File: src/rtl/jsu_pkg.sv
// shared types, codes and helper functions for the json string unescape unit
`default_nettype none

package jsu_pkg;

    localparam int unsigned MAX_RES = 6;
    localparam int unsigned RES_W   = $clog2(MAX_RES + 1);
    localparam int unsigned IDX_W   = $clog2(MAX_RES);

    typedef enum logic [2:0] {
        ST_DATA   = 3'd0,
        ST_CLOSED = 3'd1,
        ST_UNTERM = 3'd2,
        ST_BADESC = 3'd3,
        ST_BADHEX = 3'd4,
        ST_TRUNC  = 3'd5
    } t_status;

    localparam logic [7:0] CH_QUOTE = 8'h22;
    localparam logic [7:0] CH_BSL   = 8'h5C;
    localparam logic [7:0] CH_SLASH = 8'h2F;
    localparam logic [7:0] CH_B     = 8'h62;
    localparam logic [7:0] CH_F     = 8'h66;
    localparam logic [7:0] CH_N     = 8'h6E;
    localparam logic [7:0] CH_R     = 8'h72;
    localparam logic [7:0] CH_T     = 8'h74;
    localparam logic [7:0] CH_U     = 8'h75;

    localparam logic [15:0] HI_MIN = 16'hD800;
    localparam logic [15:0] HI_MAX = 16'hDBFF;
    localparam logic [15:0] LO_MIN = 16'hDC00;
    localparam logic [15:0] LO_MAX = 16'hDFFF;

    typedef struct packed {
        t_status    status;
        logic [7:0] data;
    } t_res;

    typedef struct packed {
        logic       bad;
        logic [3:0] val;
    } t_hex;

    typedef struct packed {
        logic [3:0][7:0] b;
        logic [2:0]      n;
    } t_utf8;

    function automatic t_hex hex_digit(input logic [7:0] c);
        t_hex h;
        h.bad = 1'b0;
        h.val = 4'd0;
        if (c >= 8'h30 && c <= 8'h39) begin
            h.val = c[3:0];
        end else if ((c >= 8'h61 && c <= 8'h66) || (c >= 8'h41 && c <= 8'h46)) begin
            h.val = c[3:0] + 4'd9;
        end else begin
            h.bad = 1'b1;
        end
        return h;
    endfunction

    function automatic t_utf8 utf8_encode(input logic [20:0] cp);
        t_utf8 u;
        u.b = '0;
        if (cp < 21'h80) begin
            u.b[0] = cp[7:0];
            u.n    = 3'd1;
        end else if (cp < 21'h800) begin
            u.b[0] = {3'b110, cp[10:6]};
            u.b[1] = {2'b10, cp[5:0]};
            u.n    = 3'd2;
        end else if (cp < 21'h10000) begin
            u.b[0] = {4'b1110, cp[15:12]};
            u.b[1] = {2'b10, cp[11:6]};
            u.b[2] = {2'b10, cp[5:0]};
            u.n    = 3'd3;
        end else begin
            u.b[0] = {5'b11110, cp[20:18]};
            u.b[1] = {2'b10, cp[17:12]};
            u.b[2] = {2'b10, cp[11:6]};
            u.b[3] = {2'b10, cp[5:0]};
            u.n    = 3'd4;
        end
        return u;
    endfunction

endpackage

`default_nettype wire

File: src/rtl/json_string_unescape_utf8_unit.sv
// json string body decoder: unescapes one byte per item and emits utf-8 result items
// timing: an accepted item is captured in the input register, then decoded from it into the
//   result buffer once that buffer is free; its first result is shown from the result buffer
// throughput: one item per cycle while each item gives at most one result and m_axis_tready
//   is high; else the next item waits in the input register as the buffer drains one per cycle
// reset: synchronous active-low i_rst_n empties both registers and returns to idle
`default_nettype none

module json_string_unescape_utf8_unit
    import jsu_pkg::*;
(
    input  wire logic        i_clk,
    input  wire logic        i_rst_n,
    input  wire logic        s_axis_tvalid,
    output logic             s_axis_tready,
    input  wire logic [7:0]  s_axis_tdata,   // [7:0] in_byte
    input  wire logic [1:0]  s_axis_tuser,   // [0] begin_req, [1] text_end
    output logic             m_axis_tvalid,
    input  wire logic        m_axis_tready,
    output logic [15:0]      m_axis_tdata,   // [7:0] out_byte, [10:8] status, rest zero
    output logic             m_axis_tlast    // last
);

    typedef enum logic [2:0] {
        M_IDLE, M_STR, M_ESC, M_HEX, M_HI, M_HIESC, M_HIHEX
    } t_mode;

    t_mode             r_mode, n_mode;
    logic [15:0]       r_acc, n_acc;
    logic [15:0]       r_held, n_held;
    logic [2:0]        r_cnt, n_cnt;
    logic              r_bad, n_bad;

    logic              r_in_valid;
    logic [7:0]        r_in_byte;
    logic              r_in_begin;
    logic              r_in_end;

    t_res              r_buf [MAX_RES];
    logic [RES_W-1:0]  r_num;
    logic [IDX_W-1:0]  r_idx;

    logic              out_last;
    logic              buf_free;
    logic              load_en;
    logic              in_acc;

    // per-byte actions shared by several modes
    t_mode             str_mode, esc_mode;
    logic              str_put, esc_put;
    t_res              str_res, esc_res;

    t_hex              dig;
    logic [15:0]       dig_acc;
    logic [2:0]        dig_cnt;
    logic              dig_bad;

    logic              pre;
    t_res              tail [4];
    logic [2:0]        tail_n;
    t_utf8             enc_held, enc_code, enc_pair;
    logic              code_hi, code_lo;
    logic [20:0]       pair_cp;

    t_res              ent [MAX_RES];
    logic [RES_W-1:0]  ent_n;

    assign out_last      = (RES_W'(r_idx) == r_num - RES_W'(1));
    assign m_axis_tvalid = (r_num != '0);
    assign m_axis_tdata  = {5'd0, r_buf[r_idx]};
    assign m_axis_tlast  = out_last;
    assign buf_free      = (r_num == '0) || (m_axis_tready && out_last);
    assign load_en       = r_in_valid && buf_free;
    assign s_axis_tready = !r_in_valid || buf_free;
    assign in_acc        = s_axis_tvalid && s_axis_tready;

    assign dig      = hex_digit(r_in_byte);
    assign dig_acc  = {r_acc[11:0], dig.val};
    assign dig_cnt  = r_cnt + 3'd1;
    assign dig_bad  = r_bad | dig.bad;
    assign code_hi  = (dig_acc >= HI_MIN) && (dig_acc <= HI_MAX);
    assign code_lo  = (dig_acc >= LO_MIN) && (dig_acc <= LO_MAX);
    assign pair_cp  = 21'h10000 + {1'b0, r_held[9:0], dig_acc[9:0]};
    assign enc_held = utf8_encode({5'd0, r_held});
    assign enc_code = utf8_encode({5'd0, dig_acc});
    assign enc_pair = utf8_encode(pair_cp);

    always_comb begin
        str_put  = 1'b1;
        str_mode = M_STR;
        str_res  = '{status: ST_DATA, data: r_in_byte};
        if (r_in_byte == CH_QUOTE) begin
            str_mode = M_IDLE;
            str_res  = '{status: ST_CLOSED, data: 8'd0};
        end else if (r_in_byte == CH_BSL) begin
            str_put  = 1'b0;
            str_mode = M_ESC;
        end
    end

    always_comb begin
        esc_put  = 1'b1;
        esc_mode = M_STR;
        esc_res  = '{status: ST_DATA, data: r_in_byte};
        unique case (r_in_byte)
            CH_QUOTE, CH_BSL, CH_SLASH: esc_res.data = r_in_byte;
            CH_B:    esc_res.data = 8'h08;
            CH_F:    esc_res.data = 8'h0C;
            CH_N:    esc_res.data = 8'h0A;
            CH_R:    esc_res.data = 8'h0D;
            CH_T:    esc_res.data = 8'h09;
            CH_U: begin
                esc_put  = 1'b0;
                esc_mode = M_HEX;
            end
            default: begin
                esc_mode = M_IDLE;
                esc_res  = '{status: ST_BADESC, data: 8'd0};
            end
        endcase
    end

    always_comb begin
        n_mode = r_mode;
        n_acc  = r_acc;
        n_held = r_held;
        n_cnt  = r_cnt;
        n_bad  = r_bad;
        pre    = 1'b0;
        tail_n = 3'd0;
        for (int k = 0; k < 4; k++) begin
            tail[k] = '{status: ST_DATA, data: 8'd0};
        end
        if (r_in_begin) begin
            n_mode = M_STR;
            n_acc  = '0;
            n_held = '0;
            n_cnt  = '0;
            n_bad  = 1'b0;
        end else if (r_in_end) begin
            n_mode = M_IDLE;
            unique case (r_mode)
                M_STR, M_ESC: begin
                    tail[0] = '{status: ST_UNTERM, data: 8'd0};
                    tail_n  = 3'd1;
                end
                M_HEX: begin
                    tail[0] = '{status: ST_TRUNC, data: 8'd0};
                    tail_n  = 3'd1;
                end
                M_HI, M_HIESC: begin
                    pre     = 1'b1;
                    tail[0] = '{status: ST_UNTERM, data: 8'd0};
                    tail_n  = 3'd1;
                end
                M_HIHEX: begin
                    pre     = 1'b1;
                    tail[0] = '{status: ST_TRUNC, data: 8'd0};
                    tail_n  = 3'd1;
                end
                default: n_mode = M_IDLE;
            endcase
        end else begin
            unique case (r_mode)
                M_STR: begin
                    n_mode  = str_mode;
                    tail[0] = str_res;
                    tail_n  = {2'd0, str_put};
                end
                M_ESC, M_HIESC: begin
                    if (r_mode == M_HIESC) begin
                        pre = (r_in_byte != CH_U);
                    end
                    n_mode  = esc_mode;
                    tail[0] = esc_res;
                    tail_n  = {2'd0, esc_put};
                    if (esc_mode == M_HEX) begin
                        n_mode = (r_mode == M_HIESC) ? M_HIHEX : M_HEX;
                        n_acc  = '0;
                        n_cnt  = '0;
                        n_bad  = 1'b0;
                    end
                end
                M_HI: begin
                    if (r_in_byte == CH_BSL) begin
                        n_mode = M_HIESC;
                    end else begin
                        pre     = 1'b1;
                        n_mode  = str_mode;
                        tail[0] = str_res;
                        tail_n  = {2'd0, str_put};
                    end
                end
                M_HEX, M_HIHEX: begin
                    n_acc = dig_acc;
                    n_cnt = dig_cnt;
                    n_bad = dig_bad;
                    if (dig_cnt == 3'd4) begin
                        if (r_mode == M_HIHEX && !dig_bad && code_lo) begin
                            n_mode = M_STR;
                            for (int k = 0; k < 4; k++) begin
                                tail[k] = '{status: ST_DATA, data: enc_pair.b[k]};
                            end
                            tail_n = enc_pair.n;
                        end else begin
                            pre = (r_mode == M_HIHEX);
                            if (dig_bad) begin
                                n_mode  = M_IDLE;
                                tail[0] = '{status: ST_BADHEX, data: 8'd0};
                                tail_n  = 3'd1;
                            end else if (code_hi) begin
                                n_held = dig_acc;
                                n_mode = M_HI;
                            end else begin
                                n_mode = M_STR;
                                for (int k = 0; k < 4; k++) begin
                                    tail[k] = '{status: ST_DATA, data: enc_code.b[k]};
                                end
                                tail_n = enc_code.n;
                            end
                        end
                    end
                end
                default: n_mode = M_IDLE;
            endcase
        end
    end

    // a held high surrogate always encodes to three bytes ahead of the tail
    always_comb begin
        for (int k = 0; k < MAX_RES; k++) begin
            ent[k] = '{status: ST_DATA, data: 8'd0};
        end
        if (pre) begin
            for (int k = 0; k < 3; k++) begin
                ent[k]     = '{status: ST_DATA, data: enc_held.b[k]};
                ent[k + 3] = tail[k];
            end
            ent_n = RES_W'(tail_n) + RES_W'(3);
        end else begin
            for (int k = 0; k < 4; k++) begin
                ent[k] = tail[k];
            end
            ent_n = RES_W'(tail_n);
        end
    end

    always_ff @(posedge i_clk) begin
        if (!i_rst_n) begin
            r_mode     <= M_IDLE;
            r_acc      <= '0;
            r_held     <= '0;
            r_cnt      <= '0;
            r_bad      <= 1'b0;
            r_in_valid <= 1'b0;
            r_num      <= '0;
            r_idx      <= '0;
        end else begin
            if (in_acc) begin
                r_in_valid <= 1'b1;
            end else if (buf_free) begin
                r_in_valid <= 1'b0;
            end
            if (load_en) begin
                r_mode <= n_mode;
                r_acc  <= n_acc;
                r_held <= n_held;
                r_cnt  <= n_cnt;
                r_bad  <= n_bad;
                r_num  <= ent_n;
                r_idx  <= '0;
            end else if (m_axis_tvalid && m_axis_tready) begin
                if (out_last) begin
                    r_num <= '0;
                    r_idx <= '0;
                end else begin
                    r_idx <= r_idx + IDX_W'(1);
                end
            end
        end
    end

    always_ff @(posedge i_clk) begin
        if (in_acc) begin
            r_in_byte  <= s_axis_tdata;
            r_in_begin <= s_axis_tuser[0];
            r_in_end   <= s_axis_tuser[1];
        end
        if (load_en) begin
            for (int k = 0; k < MAX_RES; k++) begin
                r_buf[k] <= ent[k];
            end
        end
    end

endmodule

`default_nettype wire

File: config.mk
export PLATFORM = sky130hd
export DESIGN_NAME = json_string_unescape_utf8_unit
export DESIGN_NICKNAME = d
export VERILOG_FILES = /design/src/rtl/jsu_pkg.sv /design/src/rtl/json_string_unescape_utf8_unit.sv
export SDC_FILE = /design/constraint.sdc
export NUM_CORES = 1
export LEC_CHECK = 0
export BUFFER_PORTS_ARGS = -buffer_cell sky130_fd_sc_hd__buf_2
export CORE_MARGIN = 3
export CORE_UTILIZATION = 25
export DETAILED_ROUTE_END_ITERATION = 6
export GPL_TIMING_DRIVEN = 0
export PLACE_DENSITY = 0.43
export SYNTH_ARGS = -nofsm -noshare
export SYNTH_HDL_FRONTEND = slang
export SYNTH_SLANG_ARGS = --single-unit
File: constraint.sdc
create_clock -name i_clk -period 5.9 [get_ports i_clk]
set_clock_uncertainty 0.1 [all_clocks]
set_input_delay 0 -clock i_clk [delete_from_list [all_inputs] [get_ports i_clk]]
set_output_delay 0 -clock i_clk [all_outputs]
set_load 0.01 [all_outputs]
==> impl_metrics.yaml <==
setup_path:
  cp.required_ns: 5.87
  path_delay_family: "compound AO/OA/AOI/OAI gates"
  critical_path_peak_fanout: 6
  path_cells: "inv_1, ha_1, or3b_2, nand3_2, a2111o_1, o21ai_0, a221oi_1, a221oi_1, o22ai_1"
  endpoint_kind: "register"
  crit_path_start_kind: "register"
  cpMaxStageDelayCell: "a221oi_1"
  critPathArrivalTime_ns: 3.70
  max_stage_delay_ns: 0.61
  timing.critical_path.buf_inv: 1
  path_class: "reg -> reg"
  critical_path.most_common_cell: "a221oi_1"
clock_network:
  cts_sinks: 105
  htreeDepth: 3
  clk_pin_slew_ns: 0.08
  cts_tree: "yes"
  cts_buffer_depth: 2
  cts_resized: 0
  clock_latency_ns: 0.36
  post_cts_buffers: 0
  cts_root_buffer: "clkbuf_16"
  cts_buffers: 9
layout:
  finalNonFillerCells: 1099
  diodes: 0
  regArea_mm2: 0.00270
  multiInputGateArea_mm2: 0.00338
  drive_above_1_share_pct: 12.0
  nFillCells: 2701
  nets: 795
  area_delta_synth_final_pct: 15.4
routing:
  drt_wl_total_um: 21200
  dr.first_iter.drc_count: 394
  wl_per_cell_um: 19.3
  viasPerCell: 5.17
  drc: 0
  antenna_left: 0
  drt_first_pass_iters: 5
  route.vias.total: 5685
synthesis:
  synth-edff-count: 60
  ys_async_sr_fraction_pct: 0
  synthTopCellsByArea: "edfxtp_1, dfxtp_1, nor2_1"
  ys_seq_area_share_pct: 42.3
  yosysTopAreaCell: "edfxtp_1"
  yosys.cell_types.count: 81
  synthCells: 716
  synth_seq_cells: 105
  ys.flop_type: "edfxtp_1"
  yosys_warnings: 0
  synth.avg_cell_area_um2: 8.92
  synth_top_area_share_pct: 28.2
  syn_area_mm2: 0.00638
sta:
  tightest_slew_ns: 1.09
  max_freq_mhz: 268
  fin_crit_sh_pct: 63.2
  setup_violations: 0
  fin_tns_setup_ns: 0
  slew_violations: 0
  rsz0062_at_grt: "false"
  slew_headroom_pct: 26.6
  hold_viol: 0
  fin_crit_ns: 3.73
place:
  dp.cells: 1071
  io_buffers: 26
  place_congestion: 0.891
  hpwl_um: 15900
floorplan:
  die_x_um: 166
  coreArea_mm2: 0.0247
  io_pins: 33
  die_h_um: 166
  die-area_mm2: 0.0275
  core.rowCount: 57
  start_util_pct: 25.9
global_route:
  grtUsageMet1_pct: 22.8
  grtUsageMet2_pct: 23.9
  grt_pass1_wl_um: 34100
  grt_use_met3_pct: 3.26
  antenna_found_initial: 0
  grt.busiest_layer: "met2"
  gr-usage-all-layers_pct: 15.6
  overflow: 0
  grt_max_degree: 30
  grt_pass1_vias: 5663
pwr:
  pwr_density_cell_mw_per_mm2: 200
  peakVddDrop_uv: 133
  leakage_nw: 2.52
hold_path:
  min_path_type: "in -> reg"
job:
  cap_violations: 0
outcome:
  status: "finished clean"
==> stage by stage <==
step	area [um2]	total power, mW	utilization [%]	hold WS [ns]	worst slack, ns
after CTS	7370	1.49	29.8	0.0438	2.21
after global placement	6940	0.901	28.1	0.0777	-0.454
after detailed placement	6960	0.900	28.2	0.0781	2.23
after global routing	7370	1.54	29.8	0.0575	1.99
final	7370	1.47	29.8	0.0490	2.17
after floorplan	6400	0.866	-	-0.00113	1.35
==> power by group <==
part	internal, mW	switching [mW]
Clock	0.292	0.288
Combinational	0.0369	0.0621
Sequential	0.782	0.00965
==> final cells by class <==
class / count / area share, %
clock inverters: 6 / 0.730
flip-flops and latches: 105 / 36.7
repair buffers: 39 / 3.67
inverters: 25 / 1.27
clock buffers: 10 / 3.11
well taps: 324 / 5.50
plain buffers: 52 / 3.19
multi-input cells: 538 / 45.8
==> repair_timing <==
item,CTS,global route
setup endpoints to repair,0,0
hold buffers,12,0
hold endpoints to repair,14,0
==> cells by family (layout without fill, tap and decap cells) <==
logic type	after synthesis	in the layout	share of synthesized area, %
AOI/OAI and AO/OA	221	221	23.3
DFF	105	105	42.3
xor gates and xnor gates	5	5	0.901
buffers and inverters	77	132	5.15
muxes	20	20	4.55
and+or+nand+nor	276	276	21.5
other	1	5	0.0587
adders and majority gates	11	11	2.16
==> layout by cell type (no fill, tap or decap), types with 15 or more instances in the layout <==
| master | count |
|---|---|
| nor2_1 | 76 |
| nand2_1 | 70 |
| edfxtp_1 | 60 |
| a21oi_1 | 48 |
| dfxtp_1 | 45 |
| nand3_1 | 41 |
| clkbuf_1 | 36 |
| o21ai_0 | 36 |
| buf_2 | 33 |
| inv_1 | 24 |
| o22ai_1 | 23 |
| nor3_1 | 16 |
| a21o_1 | 15 |
==> Yosys cell counts (5+ instances only) <==
| cell | n |
|---|---|
| o211ai_1 | 6 |
| nor2_1 | 77 |
| o21a_1 | 5 |
| buf_4 | 6 |
| buf_2 | 7 |
| o21ai_0 | 36 |
| a22o_1 | 14 |
| a211oi_1 | 8 |
| nor2b_1 | 8 |
| a21o_1 | 15 |
| nor3_1 | 16 |
| mux2i_1 | 11 |
| and2_1 | 8 |
| ha_1 | 11 |
| edfxtp_1 | 60 |
| nand2b_1 | 7 |
| nor4_1 | 8 |
| nand2_1 | 70 |
| clkbuf_1 | 35 |
| nand3_1 | 41 |
| o22ai_1 | 23 |
| dfxtp_1 | 45 |
| a21oi_1 | 48 |
| mux4_2 | 7 |
| a21boi_0 | 14 |
| or4_1 | 5 |
| inv_1 | 24 |
| o21ai_1 | 6 |
| a22oi_1 | 6 |
| and3_1 | 5 |
==> path summary, 6_finish.rpt <==
path / from / to / slack, ns / cells past startpoint
worst max-delay path: r_in_byte[0] / r_buf[3][3] / 2.17 / 9
worst min-delay path: i_rst_n / r_acc[6] / 0.05 / 2
worst max register to register: r_in_byte[0] / r_buf[3][3] / 2.17 / 9
worst min register to register: r_cnt[1] / r_cnt[1] / 0.38 / 2
==> worst register-to-register path, cell delays in order, from the launching register on <==
cell and delay (ns):
edfxtp_1 0.47, inv_1 0.13, ha_1 0.25, or3b_2 0.24
nand3_2 0.18, a2111o_1 0.50, o21ai_0 0.56, a221oi_1 0.20
a221oi_1 0.61, o22ai_1 0.19
==> flip-flops by register name (all words and copies together), names as in the netlist, named ones only <==
name	flops
r_num	3
r_bad	1
r_in_byte	8
r_in_end	1
r_mode	3
r_cnt	3
r_in_begin	1
r_buf	50
r_acc	12
r_in_valid	1
r_idx	3
r_held	16
==> metal layers <==
| metal | vias to the layer above | routed length, um |
|---|---|---|
| li1 | 2760 | - |
| met3 | 31 | 1140 |
| met1 | 2730 | 10300 |
| met4 | 0 | 346 |
| met5 | - | 0 |
| met2 | 164 | 9420 |
Power figures use the tool's default switching activity.
